File: src/rtl/cfd_pkg.sv
package cfd_pkg;

  // Storage geometry.
  localparam int DEPTH  = 16;
  localparam int IDX_W  = $clog2(DEPTH);
  localparam int CNT_W  = $clog2(DEPTH + 1);
  localparam int SUM_W  = CNT_W + 1;
  localparam int DATA_W = 32;
  localparam int OCC_W  = 5;

  typedef logic [IDX_W-1:0]         idx_t;
  typedef logic [CNT_W-1:0]         cnt_t;
  typedef logic [SUM_W-1:0]         sum_t;
  typedef logic signed [DATA_W-1:0] data_t;

  typedef enum logic [1:0] {
    CMD_PUSH  = 2'd0,
    CMD_POP   = 2'd1,
    CMD_DEDUP = 2'd2,
    CMD_DUMP  = 2'd3
  } cmd_t;

  typedef enum logic [1:0] {
    ST_OK       = 2'd0,
    ST_OVERFLOW = 2'd1,
    ST_EMPTY    = 2'd2
  } status_t;

  typedef struct packed {
    cmd_t                     command;
    logic signed [DATA_W-1:0] push_value;
  } req_t;

  typedef struct packed {
    status_t                  status;
    logic signed [DATA_W-1:0] read_value;
    logic [OCC_W-1:0]         occupancy;
    logic                     last;
  } rsp_t;

  // Write port of the word store.
  typedef struct packed {
    logic  en;
    idx_t  addr;
    data_t data;
  } ram_wr_t;

  typedef enum logic [3:0] {
    S_IDLE,
    S_EXEC,
    S_DUMP_RD,
    S_DUMP_OUT,
    S_DD_RD,
    S_DD_LOAD,
    S_DD_CRD,
    S_DD_CCHK,
    S_DD_KEEP,
    S_DD_NEXT,
    S_DD_DONE
  } state_t;

  // Circular index arithmetic: base plus an offset of at most DEPTH, wrapped once.
  function automatic idx_t ptr_add(idx_t base, cnt_t offs);
    sum_t s;
    s = sum_t'(base) + sum_t'(offs);
    if (s >= sum_t'(DEPTH)) begin
      s = s - sum_t'(DEPTH);
    end
    return idx_t'(s);
  endfunction

endpackage

File: src/rtl/circular_fifo_with_dedup.sv
// Circular FIFO of signed 32-bit words with push, pop, duplicate removal and dump.
// Commands arrive on the req channel (valid/stall); results leave on the rsp
// channel (valid/stall). Every command gives one result with last set, except a
// dump of a non-empty FIFO, which gives one result per stored word, oldest first,
// with last set only on the final one.
// One command is worked on at a time; req_stall is high until its final result
// has been loaded into the output register.
// Push and pop capture the command while the head word is read from the store, and
// then update the pointers and load the result once the output register is free.
// Dump reads each stored word (registered read port) and then loads it as a result.
// Dedup runs on one shared 32-bit comparator: each stored word is read, made the
// candidate, compared with the kept words and kept if none match; then one result.
// Reset clears the pointers, the count and the output valid; the store itself
// is not cleared and needs no clearing pass.
// While the receiver holds rsp_stall, the pending result stays in place and the
// sequencer waits before loading the next one; no result is lost or repeated.
module circular_fifo_with_dedup import cfd_pkg::*; (
  input  logic clk,
  input  logic rst,
  input  logic req_valid,
  output logic req_stall,
  input  req_t req,
  output logic rsp_valid,
  input  logic rsp_stall,
  output rsp_t rsp
);

  state_t  state, state_next;
  cmd_t    cmd_r;
  data_t   val_r;
  idx_t    head, tail;
  cnt_t    count;
  cnt_t    scan, kept, cmp;
  data_t   cand;
  idx_t    rd_addr;
  data_t   rd_data;
  ram_wr_t wr;
  logic    emit;
  rsp_t    emit_data;
  logic    rsp_free;
  logic    full, empty, match;

  assign rsp_free  = !rsp_valid || !rsp_stall;
  assign full      = (count == cnt_t'(DEPTH));
  assign empty     = (count == '0);
  assign match     = (rd_data == cand);
  assign req_stall = (state != S_IDLE);

  cfd_ram u_ram (
    .clk     (clk),
    .wr      (wr),
    .rd_addr (rd_addr),
    .rd_data (rd_data)
  );

  // Next-state logic of the sequencer.
  always_comb begin
    state_next = state;
    case (state)
      S_IDLE: begin
        if (req_valid) state_next = S_EXEC;
      end
      S_EXEC: begin
        case (cmd_r)
          CMD_DEDUP: begin
            if (!empty) state_next = S_DD_RD;
            else if (rsp_free) state_next = S_IDLE;
          end
          CMD_DUMP: begin
            if (!empty) state_next = S_DUMP_RD;
            else if (rsp_free) state_next = S_IDLE;
          end
          default: begin
            if (rsp_free) state_next = S_IDLE;
          end
        endcase
      end
      S_DUMP_RD:  state_next = S_DUMP_OUT;
      S_DUMP_OUT: begin
        if (rsp_free) begin
          state_next = (scan == count - 1'b1) ? S_IDLE : S_DUMP_RD;
        end
      end
      S_DD_RD:   state_next = S_DD_LOAD;
      S_DD_LOAD: state_next = (kept == '0) ? S_DD_KEEP : S_DD_CRD;
      S_DD_CRD:  state_next = S_DD_CCHK;
      S_DD_CCHK: begin
        if (match) state_next = S_DD_NEXT;
        else if (cmp == kept - 1'b1) state_next = S_DD_KEEP;
        else state_next = S_DD_CRD;
      end
      S_DD_KEEP: state_next = S_DD_NEXT;
      S_DD_NEXT: state_next = (scan == count - 1'b1) ? S_DD_DONE : S_DD_RD;
      S_DD_DONE: begin
        if (rsp_free) state_next = S_IDLE;
      end
      default: state_next = S_IDLE;
    endcase
  end

  // Sequencer outputs: store read address, store write, result load.
  always_comb begin
    rd_addr              = head;
    wr                   = '0;
    emit                 = 1'b0;
    emit_data            = '0;
    emit_data.status     = ST_OK;
    emit_data.occupancy  = OCC_W'(count);
    emit_data.last       = 1'b1;
    case (state)
      S_EXEC: begin
        case (cmd_r)
          CMD_PUSH: begin
            emit = rsp_free;
            if (full) begin
              emit_data.status = ST_OVERFLOW;
            end else begin
              emit_data.occupancy = OCC_W'(count + 1'b1);
              wr.en   = rsp_free;
              wr.addr = tail;
              wr.data = val_r;
            end
          end
          CMD_POP: begin
            emit = rsp_free;
            if (empty) begin
              emit_data.status = ST_EMPTY;
            end else begin
              emit_data.read_value = rd_data;
              emit_data.occupancy  = OCC_W'(count - 1'b1);
            end
          end
          default: begin
            emit             = rsp_free && empty;
            emit_data.status = ST_EMPTY;
          end
        endcase
      end
      S_DUMP_RD, S_DUMP_OUT: begin
        rd_addr = ptr_add(head, scan);
        if (state == S_DUMP_OUT) begin
          emit                 = rsp_free;
          emit_data.read_value = rd_data;
          emit_data.last       = (scan == count - 1'b1);
        end
      end
      S_DD_RD, S_DD_LOAD, S_DD_NEXT: begin
        rd_addr = ptr_add(head, scan);
      end
      S_DD_CRD, S_DD_CCHK: begin
        rd_addr = ptr_add(head, cmp);
      end
      S_DD_KEEP: begin
        wr.en   = 1'b1;
        wr.addr = ptr_add(head, kept);
        wr.data = cand;
      end
      S_DD_DONE: begin
        emit                = rsp_free;
        emit_data.occupancy = OCC_W'(kept);
      end
      default: begin
        rd_addr = head;
      end
    endcase
  end

  // Control registers: sequencer state, pointers, count and output valid.
  always_ff @(posedge clk) begin
    if (rst) begin
      state     <= S_IDLE;
      head      <= '0;
      tail      <= '0;
      count     <= '0;
      rsp_valid <= 1'b0;
    end else begin
      state <= state_next;
      if (emit) begin
        rsp_valid <= 1'b1;
      end else if (!rsp_stall) begin
        rsp_valid <= 1'b0;
      end
      if (state == S_EXEC && rsp_free) begin
        if (cmd_r == CMD_PUSH && !full) begin
          tail  <= ptr_add(tail, cnt_t'(1));
          count <= count + 1'b1;
        end
        if (cmd_r == CMD_POP && !empty) begin
          head  <= ptr_add(head, cnt_t'(1));
          count <= count - 1'b1;
        end
      end
      if (state == S_DD_DONE && rsp_free) begin
        count <= kept;
        tail  <= ptr_add(head, kept);
      end
    end
  end

  // Payload registers: captured command, walk counters, candidate word, result.
  always_ff @(posedge clk) begin
    if (emit) begin
      rsp <= emit_data;
    end
    case (state)
      S_IDLE: begin
        if (req_valid) begin
          cmd_r <= req.command;
          val_r <= req.push_value;
          scan  <= '0;
          kept  <= '0;
        end
      end
      S_DUMP_OUT: begin
        if (rsp_free) scan <= scan + 1'b1;
      end
      S_DD_LOAD: begin
        cand <= rd_data;
        cmp  <= '0;
      end
      S_DD_CCHK: begin
        if (!match) cmp <= cmp + 1'b1;
      end
      S_DD_KEEP: kept <= kept + 1'b1;
      S_DD_NEXT: scan <= scan + 1'b1;
      default: begin
        cand <= cand;
      end
    endcase
  end

endmodule

File: src/rtl/cfd_ram.sv
module cfd_ram import cfd_pkg::*; (
  input  logic    clk,
  input  ram_wr_t wr,
  input  idx_t    rd_addr,
  output data_t   rd_data
);

  data_t mem [DEPTH];

  // One write port and one registered read port.
  always_ff @(posedge clk) begin
    if (wr.en) begin
      mem[wr.addr] <= wr.data;
    end
    rd_data <= mem[rd_addr];
  end

endmodule

File: config.mk
export PLATFORM = sky130hd
export DESIGN_NAME = circular_fifo_with_dedup
export DESIGN_NICKNAME = d
export VERILOG_FILES = /design/src/rtl/cfd_pkg.sv /design/src/rtl/circular_fifo_with_dedup.sv /design/src/rtl/cfd_ram.sv
export SDC_FILE = /design/constraint.sdc
export NUM_CORES = 1
export LEC_CHECK = 0
export BUFFER_PORTS_ARGS = -buffer_cell sky130_fd_sc_hd__buf_2
export CORE_MARGIN = 2
export CORE_UTILIZATION = 40
export DETAILED_ROUTE_END_ITERATION = 10
export GPL_ROUTABILITY_DRIVEN = 0
export PLACE_DENSITY = 0.52
export SYNTH_ARGS = -nofsm -noshare
export SYNTH_HDL_FRONTEND = slang
export SYNTH_SLANG_ARGS = --single-unit
File: constraint.sdc
create_clock -name clk -period 7.19 [get_ports clk]
set_clock_uncertainty 0.2 [all_clocks]
set_input_delay 0.719 -clock clk [delete_from_list [all_inputs] [get_ports clk]]
set_output_delay 0.719 -clock clk [all_outputs]
set_load 0.005 [all_outputs]
Word-level counts from Yosys, hierarchy flattened
Memories as Yosys holds them, arrays and structs flattened. A register that Yosys moved wholly into a read port is not among the register bits.
Index checks and enable logic that the tools add are counted.
{"block": "classes", "n_addsub": 16, "n_lt_le_gt_ge": 5, "n_eq_ne": 21, "n_mux": 51, "n_reduce_logical": 34}
{"operator": "$mux W37", "count": 3}
{"operator": "$pmux W37 S2", "count": 1}
{"operator": "$mux W4", "count": 17}
{"operator": "$mux W32", "count": 2}
{"operator": "$pmux W32 S2", "count": 1}
{"operator": "$pmux W4 S11", "count": 1}
{"operator": "$mux W5", "count": 8}
{"operator": "$pmux W5 S2", "count": 4}
{"operator": "$eq A32 B32 Y1", "count": 1}
{"operator": "$add A5 B1 Y5 const B", "count": 4}
{"operator": "$sub A4 B1 Y4 const B", "count": 5}
{"operator": "$add A4 B5 Y6", "count": 3}
{"operator": "$ge A6 B5 Y1 const B", "count": 3}
{"operator": "$eq A4 B3 Y1 const B", "count": 4}
{"operator": "$pmux W4 S2", "count": 2}
{"operator": "$reduce_and A2 Y1", "count": 8}
{"operator": "$pmux W5 S3", "count": 1}
{"operator": "$eq A4 B4 Y1 const B", "count": 3}
{"operator": "$add A4 B1 Y5 const B", "count": 2}
{"operator": "$eq A5 B5 Y1", "count": 2}
{"operator": "$ge A5 B5 Y1 const B", "count": 2}
{"operator": "$logic_not A5 Y1", "count": 2}
{"operator": "$sub A5 B1 Y5 const B", "count": 2}
{"operator": "$eq A4 B2 Y1 const B", "count": 2}
{"operator": "other kinds (21)", "count": 44}
{"block": "totals", "regBits": 139, "mem_bits_rw": 512, "out_inout_bits": 42, "word_cells": 143, "mem_count": 1}
{"name": "u_ram.mem", "words": 16, "width": 32, "read_ports": 1, "rd_ports_with_merged_regs": 1, "write_ports": 1, "line": "cfd_ram.sv:8", "rtl": "data_t mem [DEPTH];"}

Longest topological paths before layout
Gate-level depths: netlist of run 1.
{"block": "logic_depth", "word_depth": 7, "ltp_mapped": 14, "depth_no_buf": 10}

Cells and area by module
A second synthesis of run 1 with hierarchy kept.
{"block": "hier_totals", "cells_unflattened": 1417, "hier_area_um2": 26788.2}
{"module": "cfd_ram", "instances": 1, "cells_each": 838, "area_per_inst_um2": 19835.3}
{"module": "circular_fifo_with_dedup", "instances": 1, "cells_each": 579, "area_per_inst_um2": 6952.9}

Least setup slack after synthesis of run 1
Ideal clock, no wire load.
{"block": "synth_path", "kind": "reg-to-reg", "startpoint": "register count[0]", "endpoint": "memory u_ram.mem[8][0] (netlist name) (enable)", "setup_time_ns": 0.421, "arrival_time_ns": 3.509, "required_time_ns": 6.569, "path_slack_ns": 3.060, "stages_incl_launch_ff": 12, "n_path_buf": 3, "period_less_slack_ns": 4.130, "cell_sequence": "dfxtp_1 > clkbuf_1 > inv_1 > ha_1 > buf_2 > nor3b_1 > a211o_1 > nor2_4 > buf_2 > a22o_1 > nand2_1 > nor2_1"}
{"block": "synth_via", "elab_chain_cells": 6}
{"item": "start, declared", "line": "circular_fifo_with_dedup.sv:32", "rtl": "cnt_t count;"}
{"item": "start signal, assigned", "line": "circular_fifo_with_dedup.sv:186", "rtl": "count <= count + 1'b1;"}
{"item": "start signal, assigned", "line": "circular_fifo_with_dedup.sv:190", "rtl": "count <= count - 1'b1;"}
{"item": "start signal, assigned", "line": "circular_fifo_with_dedup.sv:194", "rtl": "count <= kept;"}
{"item": "$eq A5 B5 Y1 *", "line": "circular_fifo_with_dedup.sv:44", "rtl": "assign full = (count == cnt_t'(DEPTH));"}
{"item": "$mux W37 *", "line": "circular_fifo_with_dedup.sv:115", "rtl": "if (full) begin"}
{"item": "$mux W37 *", "line": "circular_fifo_with_dedup.sv:112", "rtl": "case (cmd_r)"}
{"item": "$pmux W37 S2 *", "line": "circular_fifo_with_dedup.sv:110", "rtl": "case (state)"}
{"item": "$mux W1", "line": "cfd_ram.sv:12", "rtl": "if (wr.en) begin"}
{"item": "$mux W1 (implied by the code)", "line": "cfd_ram.sv:13", "rtl": "mem[wr.addr] <= wr.data;"}
{"item": "end, declared", "line": "cfd_ram.sv:8"}
Every way passes the cells marked *; elsewhere a longest branch is shown, timed or not.

Worst setup path after layout of run 1
{"block": "layout_path", "startpoint": "register count[0]", "endpoint": "memory u_ram.mem[15][31] (netlist name) (enable)"}
Same word-level chain as after synthesis.

==> results.json, run 1 <==
{
  "ctsHoldBuffers": 0,
  "io_pins": 80,
  "total_inserted_antenna_cells": 0,
  "synth_area_um2": 27700,
  "yosys_warnings": 0,
  "die_area_um2": 71300,
  "num_vias": 16800,
  "dr.max_layer_used": "met4",
  "synthMostInstantiatedCell": "sky130_fd_sc_hd__edfxtp_1",
  "number_of_distinct_library_cell_variants_in_the_gate_level_netlist_after_synthesis": 72,
  "drt_iter0_markers": 1671,
  "dieWidth_um": 267,
  "synth_enable_flop_cells": 633,
  "slew_headroom_pct": 22.7,
  "power.leakage_uw": 0.0113,
  "grt_remaining_overflow": 0,
  "worst_path_dominant_cell_family": "simple AND/OR/NAND/NOR gates",
  "postSynthNetCount": 2031,
  "sequential_cell_area_um2": 20000,
  "filler_cell_count": 6094,
  "critical_path.n_buffers_inverters": 3,
  "holdWs_ps": 73.9,
  "crit_type": "reg2reg",
  "drv.max_cap_violation_count": 0,
  "core-area_um2": 68500,
  "reg2reg_depth": 10,
  "worst_skew_pair.late_latency_ps": 630,
  "cellPowerDensity_nw_per_um2": 273,
  "cts_made_buffers": 74,
  "drive_above_1_share_pct": 12.6,
  "vdd_ir_drop_max_uv": 156,
  "routed_via_density": 5.65,
  "finalCritPeriodShare_pct": 66.8,
  "finalWirelength_um": 75100,
  "crit_path_start_kind": "register",
  "status": "finished clean",
  "syn_inst_count": 1977,
  "drv_slew": 0,
  "gr-usage-all-layers_pct": 21.1,
  "clock_tree.root_cell": "sky130_fd_sc_hd__clkbuf_16",
  "timing.critical_path.slowest_cell_delay_ps": 770,
  "syn2layout_area_growth_pct": 13.0,
  "worst_setup_hold_path_clk_slew_ps": 60,
  "finalSetupTns_ps": 0,
  "drt-pass1-iter-count": 6,
  "number_of_antenna_violations_at_the_first_check_in_global_routing": 1,
  "synth.avg_cell_area_um2": 14.0,
  "grt_pass1_vias": 16400,
  "timing.critical_path.cells": "inv_1, ha_1, nor3b_1, a211o_1, nor2_4, buf_4, a22o_1, nand2_1, nor2_4, buf_4",
  "max_freq_mhz": 208,
  "setup_repair_after_global_routing_missed_its_margin": "no",
  "hp-class": "in2reg",
  "placement_rows": 96,
  "drt-met1-wl_um": 33800,
  "finalCriticalPeriod_ps": 4800,
  "synth.yosys.seq_area_share_pct": 72.4,
  "tritoncts_num_sinks": 683,
  "htree_num_levels": 3,
  "tritoncts": "yes",
  "detailroute.wirelength.met2_um": 35100,
  "reg2reg_setup_slack_ps": 2390,
  "synth_area_leaders": "sky130_fd_sc_hd__edfxtp_1, sky130_fd_sc_hd__nand2_1, sky130_fd_sc_hd__dfxtp_1, sky130_fd_sc_hd__nand3_1, sky130_fd_sc_hd__mux2i_1",
  "routed_wire_length_per_instance_um": 25.2,
  "synth_top_area_share_pct": 68.7,
  "synthFlopType": "sky130_fd_sc_hd__edfxtp_1",
  "max_slew.worst_pin.slew_ps": 1160,
  "crit_slowest_cell": "sky130_fd_sc_hd__nor2_4",
  "netlist_top_cells_count": "sky130_fd_sc_hd__edfxtp_1, sky130_fd_sc_hd__nand2_1, sky130_fd_sc_hd__nand3_1, sky130_fd_sc_hd__a21oi_1, sky130_fd_sc_hd__a22oi_1",
  "worst_r2r_startpoint": "count[0]",
  "post_cts_buffers": 0,
  "floorplan.die.height_um": 267,
  "global_route_wire_length_before_repair_um": 110000,
  "hold-path-cell-count": 1,
  "met3_wirelength_um": 4820,
  "critPathCaptureType": "register",
  "pin_count_of_the_biggest_net_entering_global_routing": 122,
  "layout.nets": 2093,
  "max-clock-path-buffers": 3,
  "setup_viol": 0,
  "hold_viol_final": 0,
  "worst_hold_startpoint": "req[21]",
  "synth_top_cell_by_area": "sky130_fd_sc_hd__edfxtp_1",
  "antenna_left": 0,
  "critical_path.reg2reg.endpoint": "u_ram.mem[15][31]",
  "drc": 0,
  "port-buffer-count": 79,
  "cts_resized": 0,
  "cp_max_fo": 22,
  "ys_seq_elements": 683,
  "asyncSetResetFlopFracSynth_pct": 0,
  "timing.critical_path.required_ps": 7260,
  "post-dp-hpwl_um": 42000,
  "hold_path_end": "val_r[21]",
  "multi_input_area_um2": 7140,
  "critical_path_arrival_ps": 4880,
  "initial_cell_density_of_the_core_pct": 40.4
}
==> flip-flops by register name, indices dropped and copies added, names as in the netlist, 2 cells and up <==
signal / count
cmp: 5
count: 5
cand: 32
rsp: 40
scan: 5
tail: 4
u_ram.rd_data: 32
state: 4
head: 4
val_r: 32
u_ram.mem: 512
cmd_r: 2
kept: 5
==> cells in the final DEF (no fill, tap or decap), drive strengths merged, types with 4 or more instances in the layout <==
cell,instances
a211oi,8
xor2,48
or3,4
xnor2,19
a21oi,85
a21o,4
nand4,4
clkbuf,116
edfxtp,633
mux2,5
a22o,36
inv,12
and2,38
o21ai,17
nor2,66
and3,5
nand2,389
ha,14
nor4,10
nor2b,4
nor3,8
a32oi,66
nand3,145
dfxtp,50
mux2i,72
buf,113
a22oi,72
clkinv,13
==> worst reg2reg max path, cell delays in order (launching register included) <==
cell                      delay [ps]
sky130_fd_sc_hd__dfxtp_1         510
sky130_fd_sc_hd__inv_1           130
sky130_fd_sc_hd__ha_1            320
sky130_fd_sc_hd__nor3b_1         220
sky130_fd_sc_hd__a211o_1         420
sky130_fd_sc_hd__nor2_4          560
sky130_fd_sc_hd__buf_4           420
sky130_fd_sc_hd__a22o_1          230
sky130_fd_sc_hd__nand2_1         230
sky130_fd_sc_hd__nor2_4          770
sky130_fd_sc_hd__buf_4           450
==> final cells by class <==
type,count,share of cell area [%]
inverters,8,0.0961
repair buffers,113,2.24
flip-flops and latches,683,64.0
clock buffers,116,6.78
multi-input cells,1159,22.9
well taps,882,3.53
clock inverters,18,0.437
==> routing by layer <==
metal | track usage, % | up-vias
met2 | 33.7 | 595
li1 | - | 7553
met1 | 29.7 | 8561
met5 | 0 | -
met3 | 3.75 | 116
met4 | 5.54 | 0
==> through the flow <==
step           setup slack, ps  instances  cell area, um^2  util (%)  power [uW]
3_5_place_dp              2380       2845            29000      42.3        5020
6_report                  2390       2979            31200      45.6        8520
4_1_cts                   2360       2979            31200      45.6        8590
2_1_floorplan             3060       1977            27700         -        4830
5_1_grt                   2170       2979            31200      45.6        8790
3_3_place_gp              2460       2845            29000      42.3        5020
==> cells by family after synthesis <==
kind of cell | synth area share [%]
and+or+nand+nor | 11.0
DFF | 72.4
AOI/OAI and AO/OA | 8.30
buffers and inverters | 2.45
muxes | 2.97
xor gates and xnor gates | 2.18
adders and majority gates | 0.778
==> report_power, final <==
part	switching, uW	total (uW)	internal (uW)
Combinational	291	437	146
Clock	1540	3580	2040
Sequential	86.8	4500	4420
==> how the worst max path moves through the flow <==
stage,from,to,slack [ps],depth (start not counted)
after floorplan,count[0],u_ram.mem[8][0],3060,11
final,count[0],u_ram.mem[15][31],2390,10
after detailed placement,count[0],u_ram.mem[15][17],2380,10
after global routing,count[0],u_ram.mem[15][31],2170,10
after global placement,count[0],u_ram.mem[15][14],2460,10
after CTS,count[0],u_ram.mem[15][31],2360,10
(Power assumes the default switching activity.)
==> inputs of run 2 (changes only) <==
--- a/config.mk
+++ b/config.mk
@@ -10,7 +10,7 @@
 export CORE_UTILIZATION = 40
 export DETAILED_ROUTE_END_ITERATION = 10
 export GPL_ROUTABILITY_DRIVEN = 0
-export PLACE_DENSITY = 0.52
+export PLACE_DENSITY = 0.54
 export SYNTH_ARGS = -nofsm -noshare
 export SYNTH_HDL_FRONTEND = slang
 export SYNTH_SLANG_ARGS = --single-unit
==> constraint.sdc (replaced) <==
create_clock -name clk -period 4.28 [get_ports clk]
set_clock_uncertainty 0.2 [all_clocks]
set_input_delay 0.428 -clock clk [delete_from_list [all_inputs] [get_ports clk]]
set_output_delay 0.428 -clock clk [all_outputs]
set_load 0.005 [all_outputs]
==> results.json, run 2 (same netlist as run 1, synthesis figures left out) <==
{
  "total_inserted_antenna_cells": 0,
  "finalWirelength_um": 74900,
  "p_sw_uw": 3310,
  "grt_remaining_overflow": 0,
  "drv.max_cap_violation_count": 0,
  "floorplan.die.height_um": 267,
  "largestRegisters": "u_ram.mem x512, rsp x40",
  "max_slew.worst_pin.slew_ps": 1150,
  "io_pins": 80,
  "vdd_ir_drop_max_uv": 357,
  "largest_register_ffs": 512,
  "hold-path-cell-count": 3,
  "netSwitchingFraction_pct": 22.3,
  "cts_made_buffers": 76,
  "layout.nets": 2169,
  "drc": 0,
  "finalCritPeriodShare_pct": 88.9,
  "placement_rows": 96,
  "power.internal_uw": 11500,
  "pin_count_of_the_biggest_net_entering_global_routing": 106,
  "setup_repair_after_global_routing_missed_its_margin": "no",
  "global_route_wire_length_before_repair_um": 110000,
  "critical_path.most_common_cell": "sky130_fd_sc_hd__nand2_1",
  "setup_viol": 0,
  "hold_viol_final": 0,
  "cellPowerDensity_nw_per_um2": 458,
  "drv_slew": 0,
  "crit_slowest_cell": "sky130_fd_sc_hd__mux2i_4",
  "die_area_um2": 71300,
  "power.leakage_uw": 0.0118,
  "max_freq_mhz": 263,
  "worst_r2r_startpoint": "scan[0]",
  "timing.critical_path.required_ps": 4620,
  "drt_iter0_markers": 1721,
  "cts_resized": 0,
  "mostFrequentLayoutCells": "sky130_fd_sc_hd__edfxtp_1, sky130_fd_sc_hd__nand2_1, sky130_fd_sc_hd__nand3_1",
  "post-dp-hpwl_um": 42400,
  "filler_cell_count": 5926,
  "top_register": "u_ram.mem",
  "number_of_antenna_violations_at_the_first_check_in_global_routing": 1,
  "cp_max_fo": 18,
  "hold_path_end": "state[0]",
  "holdWs_ps": 64.8,
  "dieWidth_um": 267,
  "grt_pass1_vias": 16600,
  "worst_setup_hold_path_clk_slew_ps": 60,
  "critPathCaptureType": "register",
  "layout_commonest_cell": "sky130_fd_sc_hd__edfxtp_1",
  "finalCriticalPeriod_ps": 3800,
  "critical_path.n_buffers_inverters": 1,
  "crit_type": "reg2reg",
  "slew_headroom_pct": 21.6,
  "crit_path_start_kind": "register",
  "critical_path_arrival_ps": 4150,
  "port-buffer-count": 79,
  "status": "finished clean",
  "timing.critical_path.cells": "mux2_2, ha_1, fa_1, xor2_1, and2_1, nand2_1, mux2i_4, buf_4, a32oi_1, nand2_1",
  "hp-class": "in2reg",
  "timing.critical_path.slowest_cell_delay_ps": 900,
  "max-clock-path-buffers": 3,
  "reg2reg_setup_slack_ps": 480,
  "reg2reg_depth": 10,
  "routed_via_density": 5.59,
  "fin_ws_ps": 475,
  "power_frac_seq_pct": 50.9,
  "post_cts_buffers": 0,
  "antenna_left": 0,
  "power.combinational.fraction_pct": 5.6,
  "drive_above_1_share_pct": 14.7,
  "num_vias": 17100,
  "clock_power_share_pct": 43.6,
  "worst-path-stages": 10,
  "core-area_um2": 68500,
  "drt-pass1-iter-count": 8,
  "routed_wire_length_per_instance_um": 24.5,
  "critical_path.reg2reg.endpoint": "u_ram.rd_data[6]",
  "syn2layout_area_growth_pct": 17.0,
  "initial_cell_density_of_the_core_pct": 40.4,
  "finalSetupTns_ps": 0,
  "tritoncts_num_sinks": 683,
  "dpl_worst_slack_ps": 559,
  "clock_tree.root_cell": "sky130_fd_sc_hd__clkbuf_16",
  "worst_skew_pair.late_latency_ps": 610,
  "worst_path_dominant_cell_family": "multiplexers",
  "htree_num_levels": 3,
  "tritoncts": "yes",
  "worst_hold_startpoint": "req_valid",
  "gr-usage-all-layers_pct": 21.2
}
run 2: cell type report:
class | instances | area (um^2) | share of cell area, %
Timing Repair Buffer | 187 | 1590 | 4.93
Clock buffer | 99 | 2080 | 6.43
Clock inverter | 41 | 390 | 1.21
Multi-Input combinational cell | 1159 | 7140 | 22.1
Tap cell | 882 | 1100 | 3.41
Sequential cell | 683 | 20000 | 61.9
Inverter | 8 | 30.0 | 0.0928
run 2: per-stage QoR:
step,utilization [%],total power [uW],instance area (um^2),std cells
after floorplan,-,8110,27700,1977
after detailed placement,43.1,8480,29500,2884
final,47.3,14800,32400,3059
after CTS,47.3,14900,32400,3059
after global routing,47.3,15300,32400,3059
after global placement,43.1,8470,29500,2884
run 2: per-layer routing:
metal / global-route usage, % / share of wire (%) / wire (um) / up-vias
met1: 30.2 / 45 / 33600 / 8664
met2: 33.1 / 46 / 34400 / 611
li1: - / - / - / 7713
met4: 6.21 / 2.6 / 1960 / 0
met3: 3.87 / 6.7 / 5010 / 121
met5: 0 / 0 / 0 / -
run 2: tightest hold or removal path, stage by stage:
cell and delay, ps:
sky130_fd_sc_hd__buf_2 100, sky130_fd_sc_hd__o221ai_1 170, sky130_fd_sc_hd__a21oi_1 130
run 2: how the worst max path moves through the flow:
stage,end,from,slack [ps]
3_5_place_dp,u_ram.rd_data[8],scan[0],560
3_3_place_gp,u_ram.rd_data[30],scan[0],590
5_1_grt,u_ram.rd_data[8],state[3],310
6_report,u_ram.rd_data[6],scan[0],480
2_1_floorplan,u_ram.mem[8][0],count[0],150
4_1_cts,u_ram.rd_data[8],scan[0],530
run 2: repair_timing:
item | CTS | global route
hold endpoints to repair | 36 | 0
setup endpoints to repair | 0 | 0
hold buffers | 35 | 0
run 2: power groups by stage:
| stage | clock (uW) | sequential, uW | combinational [uW] |
|---|---|---|---|
| after detailed placement | 0 | 7680 | 805 |
| after global placement | 0 | 7670 | 797 |
| after floorplan | 0 | 7620 | 497 |
| after global routing | 6840 | 7550 | 907 |
| final | 6460 | 7540 | 828 |
| after CTS | 6580 | 7540 | 833 |
